==> src/ccso_pkg.sv <==
// Package for the clocked command shift-out block.
// Holds the transaction payload types, field widths and shared constants.
// No dependencies.
package ccso_pkg;

	localparam int CMD_W      = 16;
	localparam int LEN_W      = 5;
	localparam int TICK_W     = 24;
	localparam int MAX_BITS   = 16;
	localparam logic [TICK_W-1:0] TIMEOUT_RESET = TICK_W'(50000);

	localparam logic OP_TICK  = 1'b0;
	localparam logic OP_START = 1'b1;

	typedef struct packed {
		logic              op;
		logic              clock_level;
		logic [CMD_W-1:0]  command_bits;
		logic [LEN_W-1:0]  command_length;
		logic [TICK_W-1:0] hold_ticks;
	} ccso_in_t;

	typedef struct packed {
		logic line_driven;
		logic line_level;
		logic busy_res;
		logic done_res;
		logic failed;
	} ccso_out_t;

endpackage

==> src/clocked_command_shift_out_top.sv <==
// Clocked command shift-out: sequencer, timeout counter and output register.
// Depends on ccso_pkg for payload types and constants.
//
// Usage: each input transaction is one sample of the partner clock line (op = tick) or
// a start command carrying the bits, length and hold time (also counted as a tick).
// Every input transaction yields exactly one output transaction giving the data line
// state (driven, level), busy, and one-transaction done / failed pulses.
// A start while busy is treated as a plain tick.
// Flow: an accepted input transaction is held in the input register, and the result
// register loads from it when the result slot is free. Throughput: one transaction per
// cycle while the receiver does not stall, set by the single pass of the sequencer logic
// between the input register and the result register.
// When the receiver stalls, the result register holds and the input register still
// takes one more transaction; in_ready drops only when both are full.
// The user writes timeout_ticks via cfg_we / cfg_data only while the block is idle; the block does not enforce it.
// Reset (arst_n low) returns the sequencer to idle, empties both registers and sets
// timeout_ticks to 50000.
module clocked_command_shift_out_top
	import ccso_pkg::*;
(
	input  logic              clk,
	input  logic              arst_n,
	input  logic              in_valid,
	output logic              in_ready,
	input  ccso_in_t          in_data,
	output logic              out_valid,
	input  logic              out_ready,
	output ccso_out_t         out_data,
	input  logic              cfg_we,
	input  logic [TICK_W-1:0] cfg_data
);

	localparam logic [1:0] PH_IDLE = 2'd0;
	localparam logic [1:0] PH_PRE  = 2'd1;
	localparam logic [1:0] PH_POST = 2'd2;
	localparam logic [1:0] PH_HOLD = 2'd3;

	logic              valid_s1;
	ccso_in_t          item_s1;
	logic              out_valid_q;
	ccso_out_t         out_q;
	logic              advance;

	logic [TICK_W-1:0] timeout_q;
	logic [1:0]        phase_q, phase_d;
	logic [CMD_W-1:0]  shift_q, shift_d;
	logic [LEN_W-1:0]  bits_left_q, bits_left_d;
	logic              last_clock_q, last_clock_d;
	logic [TICK_W-1:0] wait_q, wait_d;
	logic [TICK_W-1:0] hold_q, hold_d;
	logic              data_out_q, data_out_d;
	logic              done_d, fail_d;
	logic [LEN_W-1:0]  len_sat;
	ccso_out_t         res_d;

	assign advance   = valid_s1 && (!out_valid_q || out_ready);
	assign in_ready  = !valid_s1 || advance;
	assign out_valid = out_valid_q;
	assign out_data  = out_q;

	// Saturate the command length to the shift word size.
	assign len_sat = (32'(item_s1.command_length) > MAX_BITS) ? LEN_W'(MAX_BITS)
		: item_s1.command_length;

	always_comb begin
		phase_d      = phase_q;
		shift_d      = shift_q;
		bits_left_d  = bits_left_q;
		last_clock_d = last_clock_q;
		wait_d       = wait_q;
		hold_d       = hold_q;
		data_out_d   = data_out_q;
		done_d       = 1'b0;
		fail_d       = 1'b0;
		unique case (phase_q)
			PH_IDLE: begin
				if (item_s1.op == OP_START) begin
					shift_d      = item_s1.command_bits;
					bits_left_d  = len_sat;
					last_clock_d = item_s1.clock_level;
					wait_d       = '0;
					data_out_d   = 1'b0;
					hold_d       = item_s1.hold_ticks;
					if (len_sat == '0) begin
						data_out_d = 1'b1;
						if (item_s1.hold_ticks == '0) begin
							done_d = 1'b1;
						end else begin
							phase_d = PH_HOLD;
						end
					end else begin
						phase_d = PH_PRE;
					end
				end
			end
			PH_PRE, PH_POST: begin
				if (item_s1.clock_level != last_clock_q) begin
					last_clock_d = item_s1.clock_level;
					wait_d       = '0;
					if (phase_q == PH_PRE) begin
						data_out_d = shift_q[0];
						shift_d    = shift_q >> 1;
						if (bits_left_q != '0) begin
							bits_left_d = bits_left_q - LEN_W'(1);
						end
						phase_d = PH_POST;
					end else if (bits_left_q == '0) begin
						// last bit out: release the line and start the hold, or finish if there is none
						data_out_d = 1'b1;
						if (hold_q == '0) begin
							phase_d = PH_IDLE;
							done_d  = 1'b1;
						end else begin
							phase_d = PH_HOLD;
						end
					end else begin
						phase_d = PH_PRE;
					end
				end else if (wait_q >= timeout_q) begin
					data_out_d = 1'b1;
					wait_d     = '0;
					phase_d    = PH_IDLE;
					fail_d     = 1'b1;
				end else begin
					wait_d = wait_q + TICK_W'(1);
				end
			end
			PH_HOLD: begin
				hold_d = (hold_q != '0) ? hold_q - TICK_W'(1) : hold_q;
				if (hold_d == '0) begin
					phase_d = PH_IDLE;
					done_d  = 1'b1;
				end
			end
			default: phase_d = PH_IDLE;
		endcase
	end

	always_comb begin
		res_d.line_driven = (phase_d == PH_PRE) || (phase_d == PH_POST);
		res_d.line_level  = res_d.line_driven && data_out_d;
		res_d.busy_res    = (phase_d != PH_IDLE);
		res_d.done_res    = done_d;
		res_d.failed      = fail_d;
	end

	always_ff @(posedge clk or negedge arst_n) begin
		if (!arst_n) begin
			valid_s1     <= 1'b0;
			out_valid_q  <= 1'b0;
			timeout_q    <= TIMEOUT_RESET;
			phase_q      <= PH_IDLE;
			shift_q      <= '0;
			bits_left_q  <= '0;
			last_clock_q <= 1'b0;
			wait_q       <= '0;
			hold_q       <= '0;
			data_out_q   <= 1'b0;
		end else begin
			if (cfg_we) begin
				timeout_q <= cfg_data;
			end
			if (in_ready) begin
				valid_s1 <= in_valid;
			end
			if (advance) begin
				out_valid_q  <= 1'b1;
				phase_q      <= phase_d;
				shift_q      <= shift_d;
				bits_left_q  <= bits_left_d;
				last_clock_q <= last_clock_d;
				wait_q       <= wait_d;
				hold_q       <= hold_d;
				data_out_q   <= data_out_d;
			end else if (out_ready) begin
				out_valid_q <= 1'b0;
			end
		end
	end

	// Payload registers: no reset needed.
	always_ff @(posedge clk) begin
		if (in_ready && in_valid) begin
			item_s1 <= in_data;
		end
		if (advance) begin
			out_q <= res_d;
		end
	end

endmodule

==> config.mk <==
export PLATFORM = sky130hd
export DESIGN_NAME = clocked_command_shift_out_top
export DESIGN_NICKNAME = d
export VERILOG_FILES = /design/src/ccso_pkg.sv /design/src/clocked_command_shift_out_top.sv
export SDC_FILE = /design/constraint.sdc
export NUM_CORES = 1
export LEC_CHECK = 0
export BUFFER_PORTS_ARGS = -buffer_cell sky130_fd_sc_hd__buf_4
export CAP_MARGIN = 20
export CORE_MARGIN = 2
export CORE_UTILIZATION = 53
export CTS_CLUSTER_DIAMETER = 40
export CTS_CLUSTER_SIZE = 10
export DETAILED_ROUTE_END_ITERATION = 8
export GPL_ROUTABILITY_DRIVEN = 0
export HOLD_SLACK_MARGIN = 0.06
export PLACE_DENSITY = 0.73
export SETUP_SLACK_MARGIN = 0.15
export SLEW_MARGIN = 20
export SYNTH_ARGS = -nofsm -noshare
export SYNTH_HDL_FRONTEND = slang
export SYNTH_SLANG_ARGS = --single-unit
==> constraint.sdc <==
create_clock -name clk -period 4.59 [get_ports clk]
set_input_delay 0.459 -clock clk [delete_from_list [all_inputs] [get_ports clk]]
set_output_delay 0.459 -clock clk [all_outputs]
set_load 0.1 [all_outputs]
After elaboration in Yosys (flattened, before gate mapping)

Cells that the tools add are included.

Bits in registers: 151
Output and inout port bits: 7
Logic and storage cells: 112

Add/sub/neg operators: 3
$lt $le $gt $ge: 2
Eq/ne operators: 10
Multiplexer cells: 49
Bitwise logic cells: 1
Reduce and logical (&&, ||, !) cells: 27

Operators with widths:

| operator                | number |
|---|---|
| $mux W24                | 5 |
| $pmux W24 S2            | 2 |
| $logic_not A24 Y1       | 3 |
| $mux W16                | 3 |
| $pmux W16 S2            | 1 |
| $mux W5                 | 5 |
| $add A24 B1 Y24 const B | 1 |
| $ge A24 B24 Y1          | 1 |
| $reduce_bool A24 Y1     | 1 |
| $sub A24 B1 Y24 const B | 1 |
| $mux W1                 | 19 |
| $mux W2                 | 9 |
| $logic_not A5 Y1        | 2 |
| $pmux W5 S2             | 1 |
| $ne A2 B2 Y1 const B    | 4 |
| $reduce_bool A2 Y1      | 4 |
| $eq A2 B2 Y1 const B    | 3 |
| $pmux W2 S3             | 1 |
| $reduce_and A3 Y1       | 2 |
| $reduce_and A6 Y1       | 1 |
| $gt A5 B5 Y1 const B    | 1 |
| $reduce_and A5 Y1       | 1 |
| $reduce_bool A5 Y1      | 1 |
| $sub A5 B1 Y5 const B   | 1 |
| other kinds (11)        | 19 |

Depth between registers and ports, before layout

Word-level depth: 9
Depth in mapped cells: 13
Depth with buffers taken out: 12

Least setup slack after synthesis

No wires, ideal clock.

Kind: reg-to-reg
Start: register out_valid_q (netlist: out_valid)
End: register item_s1[0] (netlist name) (enable)
Data arrival time: 2.891 ns
Data required time: 4.118 ns
Path slack: 1.228 ns
Cell stages (with the launch flop): 3
Buffers on the path: 0
Period minus slack after synthesis: 3.362 ns
Cells stage by stage: dfrtp_1 nand3b_1 and2_1

Longest elaborated chain between the ends: 5

RTL lines:

| element                | line                                 | RTL |
|---|---|---|
| from (decl)            | clocked_command_shift_out_top.sv:40  | `logic out_valid_q;` |
| from (signal assigned) | clocked_command_shift_out_top.sv:150 | `out_valid_q <= 1'b0;` |
| from (signal assigned) | clocked_command_shift_out_top.sv:167 | `out_valid_q <= 1'b1;` |
| from (signal assigned) | clocked_command_shift_out_top.sv:176 | `out_valid_q <= 1'b0;` |
| $logic_not A1 Y1       | clocked_command_shift_out_top.sv:56  | `assign advance = valid_s1 && (!out_valid_q \|\| out_ready);` |
| $logic_or A1 B1 Y1     | clocked_command_shift_out_top.sv:56  |  |
| $logic_and A1 B1 Y1    | clocked_command_shift_out_top.sv:56  |  |
| $logic_or A1 B1 Y1     | clocked_command_shift_out_top.sv:57  | `assign in_ready = !valid_s1 \|\| advance;` |
| net in_ready           | clocked_command_shift_out_top.sv:24  | `output logic in_ready,` |
| $logic_and A1 B1 Y1    | clocked_command_shift_out_top.sv:183 | `if (in_ready && in_valid) begin` |
| to (signal assigned)   | clocked_command_shift_out_top.sv:184 | `item_s1 <= in_data;` |
| to (decl)              | clocked_command_shift_out_top.sv:39  | `ccso_in_t item_s1;` |

The timed path passes the listed nets, and every way through them passes these cells.
A chain may end at the register's enable or synchronous reset.

==> impl_results.md <==
* Result of the run: complete, no violations
* Number of global-route vias before repair at 6162
* Clock transition at path regs at approximately 0.070 ns
* Clk Tree Root Cell: sky130_fd_sc_hd__clkbuf_16
* Count of different cell masters after synthesis at 80
* Share of cells above drive strength 1 at a little under a fifth
* Async SR Flop Fraction at 65.56%
* Req. time, crit path at 4.77 ns
* Minimum clock period after layout at 3.715 ns
* Peak Freq at 0.2692 GHz
* Residual overflow from global routing at 0
* Total half-perimeter wirelength after legalization and detailed placement at 12640 um
* Slowest library cell on the worst path: sky130_fd_sc_hd__or4b_4
* Antenna violations before repair at 0
* Library cell appearing most often on the critical path: sky130_fd_sc_hd__ha_1
* Initial Utilization at ~54%
* Number of routed nets with antenna violations at 0
* Setup total negative slack at 0 ns
* Final period utilization at between 80% and 90%
* Average wire per cell in the routed design at 16.93 um
* Fill cell total of the finished layout at around 1200
* Part of the Yosys area used for sequential elements at 51.14%
* Number of buffer and inverter stages on the critical path at 1
* Peak supply drop at approximately 0.36 mV
* Multi-input logic area at 3526 um2
* Pins over their slew limit at 0
* Port Buffers at 82
* Growth of design area from synthesis to finish at 16.51%
* Number of max-cap violations at 0
* Std-Cell Core Area at between 10000 and 15000 um2
* Number of resized instances in the post-cts repair step at 0
* Number of standard cells after synthesis at 785
* Post-CTS Hold Buffers at 0
* Element type at the critical path end: flip-flop
* Total routing resource utilization after global routing at 23.38%
* Net count, final at 965
* Cts bufs inserted at 17
* TritonCTS clock tree: built
* Starting DRT DRC Count at 808
* Main synth FF type: sky130_fd_sc_hd__dfrtp_1
* Number of flops mapped to enable cells by yosys at 52
* Most frequent standard cell in the layout excluding fill and tap cells: sky130_fd_sc_hd__nand2_1
* Worst slack at placement at 0.9358 ns
* Most used routing layer in global routing: met2
* Worst reg2reg endpoint: out_data[3]
* Power per cell area at 538.0 nW/um2
* Routed vias/inst at 6.007
* Synthesized area divided by synthesized cell count at around 10 um2
* Overall Power at 4960 uW
* Total number of vias at 6319
* Latest clock arrival within the worst-skew pair at 0.43 ns
* Setup slack of the worst register-to-register path at 0.88 ns
* Y dimension of the die at 126.2 um
* Startpoint types: flip-flop
* Arrival @ worst endpoint at 3.89 ns
* Worst hold-check path type: input pin to async pin
* GR Layer Usage met3 at 6.245%
* Sum of routed wire length over all layers at 17810 um
* Slew at the pin closest to its max-slew limit at 0.9202 ns
* Setup skew after layout at roughly 0.0097 ns
* Slowest Stage Delay on Critical Path at 0.50 ns
* Maximum number of pins on one net before global-route repair at 70
* Register bit total from synthesis at 151
* GR Layer Usage met1 at a little under a third
* Number of primary I/O pins at 83
* CTS H-Tree Depth at 4
* Leakage power summed over all cells at between 0.003 and 0.004 uW
* Slew margin rel. at ~39%
* First-pass iteration count of the detailed router at 5
* Synthesis warning total at 0
* Top fanout value on the critical path at 11
* Setup CP Type: flip-flop to flip-flop
* Core Rows at between 40 and 50
* Wire length of the first global-routing pass at 29830 um
* Number of endpoints with negative hold slack in the final report at 0
* Top library cells by usage in the layout, fill and taps aside: sky130_fd_sc_hd__nand2_1, sky130_fd_sc_hd__dfrtp_1, sky130_fd_sc_hd__buf_4
* Post-synth design cell area at 7913 um2
* Number of failing setup endpoints in the final timing report at 0
* Drt drc at 0
* Cell family contributing the most delay on the critical path: simple AND/OR/NAND/NOR gates
* Clock Path Buffers at 2
* Total inserted antenna cells at 0
* Post-CTS repair timing setup buffer count at 0
* Horiz. Die Dim at roughly 130 um
* Register area at 4046 um2
* Syn Nets at 895
* Critical Path, Cell by Cell: inv_1 > ha_1 > or4b_4 > nor4_4 > nand3_1 > a221oi_2 > nand4_2 > o2111ai_1 > and3_1 > ha_1 > o21ai_0 > nor3_1
* Die Outline Area at 15920 um2
* Reg2reg path depth at 12
* Final hold slack at around 0.14 ns
* Met2 Resource Use GR at 37.41%
* CTS sink cnt at 151
* Reg-to-reg startpoint: hold_q[0]
* Final setup slack of the worst path at around 0.88 ns
* Setup repair after global routing missed its margin: no
## cell type report
class	count	share of cell area, %
well taps	184	2.497
flip-flops and latches	151	43.89
clock inverters	15	1.914
repair buffers	87	7.085
clock buffers	17	4.615
multi-input cells	555	38.25
inverters	43	1.751
## cells in the mapped netlist (all sizes together), types with 7 or more instances
| cell type | number | share of area [%] |
|---|---|---|
| a21oi | 42 | 2.7 |
| buf | 10 | 0.85 |
| or3 | 10 | 0.87 |
| a22oi | 8 | 0.76 |
| dfrtp | 93 | 29 |
| nand2b | 8 | 0.63 |
| nor4 | 17 | 1.9 |
| o21ai | 72 | 4.6 |
| nand2 | 100 | 4.7 |
| inv | 43 | 2.0 |
| nor2 | 46 | 2.2 |
| a211oi | 7 | 0.73 |
| a31oi | 7 | 0.55 |
| xnor2 | 8 | 0.89 |
| xor2 | 7 | 0.77 |
| edfxtp | 52 | 20 |
| nand3 | 35 | 2.2 |
| mux2i | 22 | 2.8 |
| nand4 | 11 | 1.0 |
| o22ai | 14 | 1.1 |
| and3 | 8 | 0.63 |
| ha | 34 | 5.4 |
| nor3 | 20 | 1.3 |
| clkbuf | 26 | 1.5 |
## metal layers
layer	vias to the layer above	part of all wire (%)	routed length, um
met5	-	0	0
met4	0	2.1	373
met3	29	5.1	909
met2	211	49	8714
met1	3060	44	7813
li1	3019	-	-
## power by group
part           total, uW  internal [uW]  leakage (uW)  switching [uW]
sequential          2020           1690       0.00173             330
combinational       1530            602       0.00188             931
clock               1410            780      0.000293             629
total               4960           3070       0.00390            1890
## registers in the layout, indices dropped and copies added, names as in the netlist
signal and cells:
item_s1 47, wait_q 24, out_data 5, last_clock_q 1, data_out_q 1, timeout_q 24, bits_left_q 5, shift_q 16
out_valid 1, hold_q 24, phase_q 2, valid_s1 1
## worst max-delay path by stage
stage,startpoint,end,cells after the start
final,hold_q[0],out_data[3],12
after global routing,hold_q[0],out_data[3],12
after floorplan,out_valid,item_s1[0],2
after global placement,hold_q[0],out_data[3],12
after CTS,hold_q[0],out_data[3],12
after detailed placement,hold_q[0],out_data[3],12
## per-stage QoR
step	cell area, um2	cells	util [%]
global route	9219	1052	63.43
finish	9219	1052	63.43
floorplan	7913	785	-
detailed placement	8611	1020	59.25
CTS	9213	1052	63.39
global placement	8611	1020	59.25
## worst reg2reg max path, delay by kind of cell (launching register included)
kind	cells	cell delay, ns
and+or+nand+nor	6	1.78
DFF	1	0.44
adders and majority gates	2	0.38
buffers and inverters	1	0.11
AOI/OAI and AO/OA	3	0.77
## cells by family after synthesis
| logic type | share of synthesized area (%) |
|---|---|
| AOI/OAI and AO/OA | 15.45 |
| xor gates and xnor gates | 1.660 |
| adders and majority gates | 5.376 |
| buffers and inverters | 4.428 |
| DFF | 51.14 |
| muxes | 3.210 |
| and+or+nand+nor | 18.74 |
Note: power is estimated with default switching activity, not from simulation.
